File: config.mk
export PLATFORM = sky130hd
export DESIGN_NAME = mt_serial_frame_parser
export DESIGN_NICKNAME = d
export VERILOG_FILES = /design/src/sv/mtsfp_pkg.sv /design/src/sv/mtsfp_parse.sv /design/src/sv/mtsfp_outq.sv /design/src/sv/mt_serial_frame_parser.sv
export SDC_FILE = /design/constraint.sdc
export NUM_CORES = 1
export LEC_CHECK = 0
export BUFFER_PORTS_ARGS = -buffer_cell sky130_fd_sc_hd__buf_2
export CAP_MARGIN = 20
export CELL_PAD_IN_SITES_DETAIL_PLACEMENT = 0
export CELL_PAD_IN_SITES_GLOBAL_PLACEMENT = 1
export CORE_ASPECT_RATIO = 0.75
export CORE_UTILIZATION = 45
export DETAILED_ROUTE_END_ITERATION = 16
export HOLD_SLACK_MARGIN = 0.12
export PLACE_DENSITY = 0.85
export SYNTH_ARGS = -nofsm -noshare
export SYNTH_HDL_FRONTEND = slang
export SYNTH_SLANG_ARGS = --single-unit
File: constraint.sdc
create_clock -name clk -period 4.3 [get_ports clk]
set_clock_uncertainty 0.05 [all_clocks]
set_input_delay 0.86 -clock clk [delete_from_list [all_inputs] [get_ports clk]]
set_output_delay 0.86 -clock clk [all_outputs]
set_load 0.01 [all_outputs]
File: src/sv/mtsfp_pkg.sv
// mtsfp_pkg: word types, item kind codes and framing constants for the
// serial frame parser. No dependencies; imported by every module of the block.
package mtsfp_pkg;

	// received byte word
	typedef struct packed {
		logic [7:0] rx_byte;
		logic       chunk_end;
	} in_word_t;

	// parsed item word
	typedef struct packed {
		logic [1:0]  item_kind;
		logic [15:0] command_id;
		logic [7:0]  pay_len;
		logic [7:0]  data_byte;
		logic        check_ok;
		logic        frame_last;
	} out_word_t;

	// items produced by one received byte (at most two)
	typedef struct packed {
		logic [1:0] cnt;
		out_word_t  item0;
		out_word_t  item1;
	} push_t;

	localparam logic [1:0] KIND_HEADER = 2'd0;
	localparam logic [1:0] KIND_DATA   = 2'd1;
	localparam logic [1:0] KIND_END    = 2'd2;
	localparam logic [1:0] KIND_ABORT  = 2'd3;

	localparam logic [7:0] START_BYTE     = 8'hFE;
	localparam logic [7:0] MAX_LEN_RESET  = 8'd250;

endpackage

File: src/sv/mtsfp_parse.sv
// mtsfp_parse: framing state machine, check accumulator and the length limit
// register. Turns each accepted byte into zero, one or two items.
// Depends on mtsfp_pkg.
module mtsfp_parse (
	input  logic               clk,
	input  logic               arst_n,
	input  logic               accept,
	input  mtsfp_pkg::in_word_t in_word,
	input  logic               cfg_wr_en,
	input  logic [7:0]         cfg_wr_data,
	output mtsfp_pkg::push_t   push
);
	import mtsfp_pkg::*;

	localparam logic [2:0] PH_HUNT  = 3'd0;
	localparam logic [2:0] PH_LEN   = 3'd1;
	localparam logic [2:0] PH_CMD0  = 3'd2;
	localparam logic [2:0] PH_CMD1  = 3'd3;
	localparam logic [2:0] PH_DATA  = 3'd4;
	localparam logic [2:0] PH_CHECK = 3'd5;

	logic [2:0] phase_q, phase_nxt;
	logic [7:0] len_q, len_nxt;
	logic [7:0] left_q, left_nxt;
	logic [7:0] cmd0_q, cmd0_nxt;
	logic [7:0] acc_q, acc_nxt;
	logic [7:0] max_len_q;
	logic       in_frame;
	logic [7:0] b;

	assign b = in_word.rx_byte;

	// length limit register
	always_ff @(posedge clk or negedge arst_n) begin
		if (!arst_n) begin
			max_len_q <= MAX_LEN_RESET;
		end else if (cfg_wr_en) begin
			max_len_q <= cfg_wr_data;
		end
	end

	// next state and items for the incoming byte
	always_comb begin
		phase_nxt = phase_q;
		len_nxt   = len_q;
		left_nxt  = left_q;
		cmd0_nxt  = cmd0_q;
		acc_nxt   = acc_q;
		in_frame  = 1'b0;
		push      = '0;
		case (phase_q)
			PH_LEN: begin
				len_nxt   = b;
				acc_nxt   = b;
				phase_nxt = PH_CMD0;
			end
			PH_CMD0: begin
				cmd0_nxt  = b;
				acc_nxt   = acc_q ^ b;
				phase_nxt = PH_CMD1;
			end
			PH_CMD1: begin
				acc_nxt = acc_q ^ b;
				if (len_q > max_len_q) begin
					phase_nxt = PH_HUNT;
				end else begin
					push.cnt              = 2'd1;
					push.item0.item_kind  = KIND_HEADER;
					push.item0.command_id = {cmd0_q, b};
					push.item0.pay_len    = len_q;
					left_nxt              = len_q;
					phase_nxt             = (len_q == 8'd0) ? PH_CHECK : PH_DATA;
					in_frame              = 1'b1;
				end
			end
			PH_DATA: begin
				acc_nxt               = acc_q ^ b;
				push.cnt              = 2'd1;
				push.item0.item_kind  = KIND_DATA;
				push.item0.data_byte  = b;
				left_nxt              = left_q - 8'd1;
				if (left_nxt == 8'd0) begin
					phase_nxt = PH_CHECK;
				end
				in_frame = 1'b1;
			end
			PH_CHECK: begin
				push.cnt              = 2'd1;
				push.item0.item_kind  = KIND_END;
				push.item0.check_ok   = (b == acc_q);
				push.item0.frame_last = 1'b1;
				phase_nxt             = PH_HUNT;
			end
			default: begin
				phase_nxt = (b == START_BYTE) ? PH_LEN : PH_HUNT;
			end
		endcase
		// chunk end drops a partial frame, with an abort once the header is out
		if (in_word.chunk_end && (phase_nxt != PH_HUNT)) begin
			if (in_frame) begin
				push.cnt              = 2'd2;
				push.item1.item_kind  = KIND_ABORT;
				push.item1.frame_last = 1'b1;
			end
			phase_nxt = PH_HUNT;
		end
		if (!accept) begin
			push.cnt = 2'd0;
		end
	end

	// framing state
	always_ff @(posedge clk or negedge arst_n) begin
		if (!arst_n) begin
			phase_q <= PH_HUNT;
			len_q   <= '0;
			left_q  <= '0;
			cmd0_q  <= '0;
			acc_q   <= '0;
		end else if (accept) begin
			phase_q <= phase_nxt;
			len_q   <= len_nxt;
			left_q  <= left_nxt;
			cmd0_q  <= cmd0_nxt;
			acc_q   <= acc_nxt;
		end
	end

endmodule

File: src/sv/mtsfp_outq.sv
// mtsfp_outq: small result queue that takes up to two items per cycle and
// hands out one per cycle while out_stall is low. Depends on mtsfp_pkg.
module mtsfp_outq #(
	parameter int DEPTH = 4
) (
	input  logic                 clk,
	input  logic                 arst_n,
	input  mtsfp_pkg::push_t     push,
	output logic                 full2,
	output logic                 out_valid,
	input  logic                 out_stall,
	output mtsfp_pkg::out_word_t out_word
);
	import mtsfp_pkg::*;

	localparam int PW = (DEPTH > 1) ? $clog2(DEPTH) : 1;
	localparam int CW = $clog2(DEPTH + 1);
	localparam logic [PW-1:0] LAST_PTR   = PW'(DEPTH - 1);
	localparam logic [CW-1:0] ROOM_LIMIT = CW'(DEPTH - 2);

	out_word_t       entry_q [DEPTH];
	logic [PW-1:0]   wr_ptr_q, rd_ptr_q;
	logic [PW-1:0]   wr_ptr_p1, wr_ptr_p2, rd_ptr_p1;
	logic [CW-1:0]   count_q;
	logic            pop;

	// wrapped pointer increments
	assign wr_ptr_p1 = (wr_ptr_q == LAST_PTR) ? '0 : wr_ptr_q + PW'(1);
	assign wr_ptr_p2 = (wr_ptr_p1 == LAST_PTR) ? '0 : wr_ptr_p1 + PW'(1);
	assign rd_ptr_p1 = (rd_ptr_q == LAST_PTR) ? '0 : rd_ptr_q + PW'(1);

	assign out_valid = (count_q != '0);
	assign out_word  = entry_q[rd_ptr_q];
	assign pop       = out_valid && !out_stall;
	// room for two more words is needed before the next byte is taken
	assign full2     = (count_q > ROOM_LIMIT);

	// entry storage
	always_ff @(posedge clk) begin
		if (push.cnt != 2'd0) begin
			entry_q[wr_ptr_q] <= push.item0;
		end
		if (push.cnt == 2'd2) begin
			entry_q[wr_ptr_p1] <= push.item1;
		end
	end

	// pointers and fill count
	always_ff @(posedge clk or negedge arst_n) begin
		if (!arst_n) begin
			wr_ptr_q <= '0;
			rd_ptr_q <= '0;
			count_q  <= '0;
		end else begin
			case (push.cnt)
				2'd1:    wr_ptr_q <= wr_ptr_p1;
				2'd2:    wr_ptr_q <= wr_ptr_p2;
				default: wr_ptr_q <= wr_ptr_q;
			endcase
			if (pop) begin
				rd_ptr_q <= rd_ptr_p1;
			end
			count_q <= count_q + CW'(push.cnt) - CW'(pop);
		end
	end

endmodule

File: src/sv/mt_serial_frame_parser.sv
// mt_serial_frame_parser: receive-side framing of a serial command stream.
// Depends on mtsfp_pkg, mtsfp_parse and mtsfp_outq.
//
// Usage: bytes enter on the in channel (in_valid / in_stall / in_word), one
// word per byte with its chunk_end flag. Parsed items leave on the out channel
// (out_valid / out_stall / out_word): a header with command id and length,
// one word per payload byte, then a frame end carrying check_ok, or an abort
// when a chunk ends inside a frame. Bytes before a start byte, oversized
// frames and frames cut off before their header produce nothing.
// Items are registered in the output queue and leave in order. Throughput:
// one byte per cycle while in_stall is low; a byte that yields two items (a
// payload or header byte with chunk_end) queues both, which leave one at a
// time. The rate is set by the output queue, which holds OUT_DEPTH words and
// takes a byte only while room for two words remains.
// Reset: the parser returns to hunting for a start byte, the queue empties
// and the length limit returns to 250. cfg_wr_en writes the limit; write it
// only while no frame is in progress. When the receiver stalls, the queue
// fills and in_stall rises; no item is lost or repeated.
module mt_serial_frame_parser #(
	parameter int OUT_DEPTH = 4
) (
	input  logic                 clk,
	input  logic                 arst_n,
	input  logic                 in_valid,
	output logic                 in_stall,
	input  mtsfp_pkg::in_word_t  in_word,
	output logic                 out_valid,
	input  logic                 out_stall,
	output mtsfp_pkg::out_word_t out_word,
	input  logic                 cfg_wr_en,
	input  logic [7:0]           cfg_wr_data
);
	import mtsfp_pkg::*;

	push_t push;
	logic  accept;
	logic  full2;

	assign in_stall = full2;
	assign accept   = in_valid && !in_stall;

	// framing state machine
	mtsfp_parse u_parse (
		.clk        (clk),
		.arst_n     (arst_n),
		.accept     (accept),
		.in_word    (in_word),
		.cfg_wr_en  (cfg_wr_en),
		.cfg_wr_data(cfg_wr_data),
		.push       (push)
	);

	// result queue
	mtsfp_outq #(
		.DEPTH(OUT_DEPTH)
	) u_outq (
		.clk      (clk),
		.arst_n   (arst_n),
		.push     (push),
		.full2    (full2),
		.out_valid(out_valid),
		.out_stall(out_stall),
		.out_word (out_word)
	);

endmodule

==> flow_summary_export.csv <==
group,metric,value,unit
final_layout,num-fill-cells,1639,
sta,hold-worst-slack,0.431,ns
logic_synthesis,synth_seq_area_share,48.8,%
setup_path,worst_path_largest_cell_delay,0.52,ns
detailed_routing,drt_drc_violations_left,0,
logic_synthesis,yosys_most_used_dff,"dfxtp_1",
sta,finalMaxSlewViolations,0,
detailed_routing,via_per_inst,6.33,
sta,max_slew.worst_pin.slew,0.877,ns
power_and_ir_drop,fin_total_pwr,6.12,mW
setup_path,worst_setup_start_kind,"flip-flop",
run_status,outcome,"complete, no violations",
final_layout,drive_gt1_share,24.7,%
setup_path,crit_chain,"inv_1 -> ha_1 -> nor2b_1 -> o211ai_1 -> a21oi_1 -> o31a_2 -> nor3_1 -> o21ai_0 -> ha_1 -> a21oi_2 -> buf_4 -> inv_1",
final_layout,fin_nets,815,
clock_tree,cts_sinks,194,
sta,fin_tns_setup,0,ns
final_layout,area_growth_syn_to_layout,11.4,%
setup_path,crit_type,"flip-flop to flip-flop",
global_routing,number_of_antenna_violations_at_the_first_check_in_global_routing,0,
sta,timing.max_slew.rel_slack,41.6,%
clock_tree,cts_max_level,4,
clock_tree,post_cts_hold_buffer_count,0,
sta,finalHoldViolations,0,
clock_tree,post_cts.resized_instances,0,
detailed_routing,drt_pass1_iterations,7,
global_routing,overall_global_routing_resource_usage,23.7,%
sta,period_needed,4.02,ns
logic_synthesis,postSynthCellCount,728,
logic_synthesis,syn_nets,774,
global_routing,grt_start_max_net_pins,35,
clock_tree,clkLatencyLatePin,0.44,ns
final_layout,finish.instance_area,9720,um^2
clock_tree,clkSlewWorstSetupHoldPaths,0.08,ns
logic_synthesis,mappedNetlistArea,8720,um^2
logic_synthesis,avgSynthCellArea,12.0,um^2
logic_synthesis,synth_cell_type_count,62,
detailed_routing,dr_total_vias,6511,
placement,count_of_buffers_inserted_at_the_top_level_ports,59,
die,top_level_ports,60,
setup_path,worst_ep_arrival_time,4.15,ns
logic_synthesis,share_of_flip_flops_with_an_asynchronous_set_or_reset,25.8,%
setup_path,timing.critical_path.fanout_max,25,
die,core.rowCount,43,
clock_tree,cts.root.buffer_cell,"clkbuf_16",
clock_tree,ctsLongestPathBuffers,2,
global_routing,remaining_overflow_grt,0,
sta,grt_setup_unrepaired,"false",
die,design.die.area,20000,um^2
detailed_routing,final_antenna_net_count,0,
hold_path,timing.hold.worst.class,"flip-flop to flip-flop",
sta,timing.fmax,249,MHz
die,die_w,163,um
clock_tree,tritoncts,"done",
final_layout,antenna_fix_cells,0,
placement,numPlacedInstances,997,
setup_path,cp_data_required_time,4.42,ns
placement,placed_cell_area,9110,um^2
logic_synthesis,synth_enable_flop_cells,12,
detailed_routing,post_drt_wl_per_cell,21.8,um
final_layout,stdcell_count,1029,
sta,fin_ws,0.277,ns
run,cap_violations,0,
placement,preCtsSetupSlack,0.349,ns
power_and_ir_drop,p_per_area,630,nW/um^2
detailed_routing,detail_route.wirelength,22500,um
setup_path,worst_path_max_delay_cell,"dfstp_2",
placement,global_placement_routability_congestion,0.873,
clock_tree,post_cts.repair.setup_buffers,0,
placement,hpwl,14600,um
global_routing,via_count_of_the_first_global_routing_pass,6561,
global_routing,grt_first_pass_wirelength,36300,um
sta,fin_crit_sh,93.5,%
sta,setup_viol,0,
detailed_routing,first_iter_violations,792,
final_layout,utilization_after_layout,51.9,%
setup_path,r2r_slack,0.28,ns
die,die_height,123,um
logic_synthesis,yosys_warnings,0,
logic_synthesis,synth_seq_cells,194,
clock_tree,tritoncts.num_buffers,17,
die,effective_utilization_at_floorplan,46.6,%
power_and_ir_drop,ir_worst_vdd,0.577,mV
setup_path,worst_setup_path_end_kind,"flip-flop",
die,core,18700,um^2
power_and_ir_drop,total_leakage_power,4.00,nW
## layout by cell type (no fill, tap or decap), drive strengths merged, types with 23 or more instances in the layout
| master | Yosys | layout |
|---|---|---|
| a21oi | 31 | 31 |
| a22o | 136 | 136 |
| buf | 25 | 79 |
| dfrtp | 44 | 44 |
| dfxtp | 132 | 132 |
| ha | 23 | 23 |
| inv | 28 | 39 |
| mux4 | 36 | 36 |
| nand2 | 32 | 32 |
| o21ai | 28 | 28 |
| o22ai | 25 | 25 |
## state kept, by name, summed over array words and instances (netlist names), 3 cells and up
signal	cells
u_parse.left_q	8
u_parse.len_q	8
u_outq.count_q	3
u_parse.acc_q	8
u_parse.cmd0_q	8
u_parse.phase_q	3
u_outq.entry_q	144
u_parse.max_len_q	8
## kinds of logic (layout without fill, tap and decap cells)
logic type	count (synthesis)	after routing	synth area share, %
AO/OA/AOI/OAI	248	248	21.5
XOR/XNOR	13	13	1.31
adder cells (fa/ha/maj)	24	24	3.53
buffers and inverters	85	139	5.71
flip-flops	194	194	48.8
multiplexers	61	61	12.4
AND/OR/NAND/NOR	103	103	6.68
## worst max-delay path, delay by kind of cell (launching register included)
family / cells / cell delay (ns)
AOI/OAI and AO/OA: 5 / 1.40
adders and majority gates: 2 / 0.76
buffers and inverters: 3 / 0.63
DFF: 1 / 0.52
and+or+nand+nor: 2 / 0.36
## area by class of cell
class                           count  area [um^2]  area share (%)
Sequential cell                   194         4260            43.9
Multi-Input combinational cell    449         3980            41.0
Timing Repair Buffer               79          458            4.71
Clock buffer                       17          425            4.38
Tap cell                          247          309            3.18
Clock inverter                     15          179            1.84
Inverter                           28          105            1.08
## synth_stat cells, drive strengths merged (15+ instances only)
cell | instances | area (um^2)
nor2 | 19 | 128
clkbuf | 20 | 76.3
nand2 | 32 | 120
dfxtp | 132 | 2640
inv | 28 | 105
a22o | 136 | 1200
a21oi | 31 | 155
dfrtp | 44 | 1100
mux2 | 19 | 214
o21ai | 28 | 140
o22ai | 25 | 156
mux4 | 36 | 811
nand3 | 15 | 75.1
ha | 23 | 288
buf | 25 | 211
## worst paths after layout
path,startpoint,end,cells past startpoint
max reg2reg,u_parse.max_len_q[1],u_outq.entry_q[0][34],12
max in group asynchronous,arst_n,u_parse.max_len_q[5],2
min reg2reg,u_outq.entry_q[1][28],u_outq.entry_q[1][28],1
min,u_outq.entry_q[1][28],u_outq.entry_q[1][28],1
max,u_parse.max_len_q[1],u_outq.entry_q[0][34],12
min in group asynchronous,arst_n,u_parse.acc_q[5],1
## per-layer routing
| metal | part of all wire (%) | global-route usage [%] |
|---|---|---|
| met5 | 0 | 0 |
| met3 | 7.5 | 4.60 |
| met1 | 46 | 34.1 |
| met4 | 1.1 | 7.07 |
| met2 | 46 | 36.0 |
## power by group
| part | internal (mW) | switching (mW) |
|---|---|---|
| registers | 2.16 | 0.472 |
| clock network | 0.799 | 0.825 |
| logic | 0.901 | 0.962 |
| total | 3.86 | 2.26 |
(Power assumes the default switching activity.)
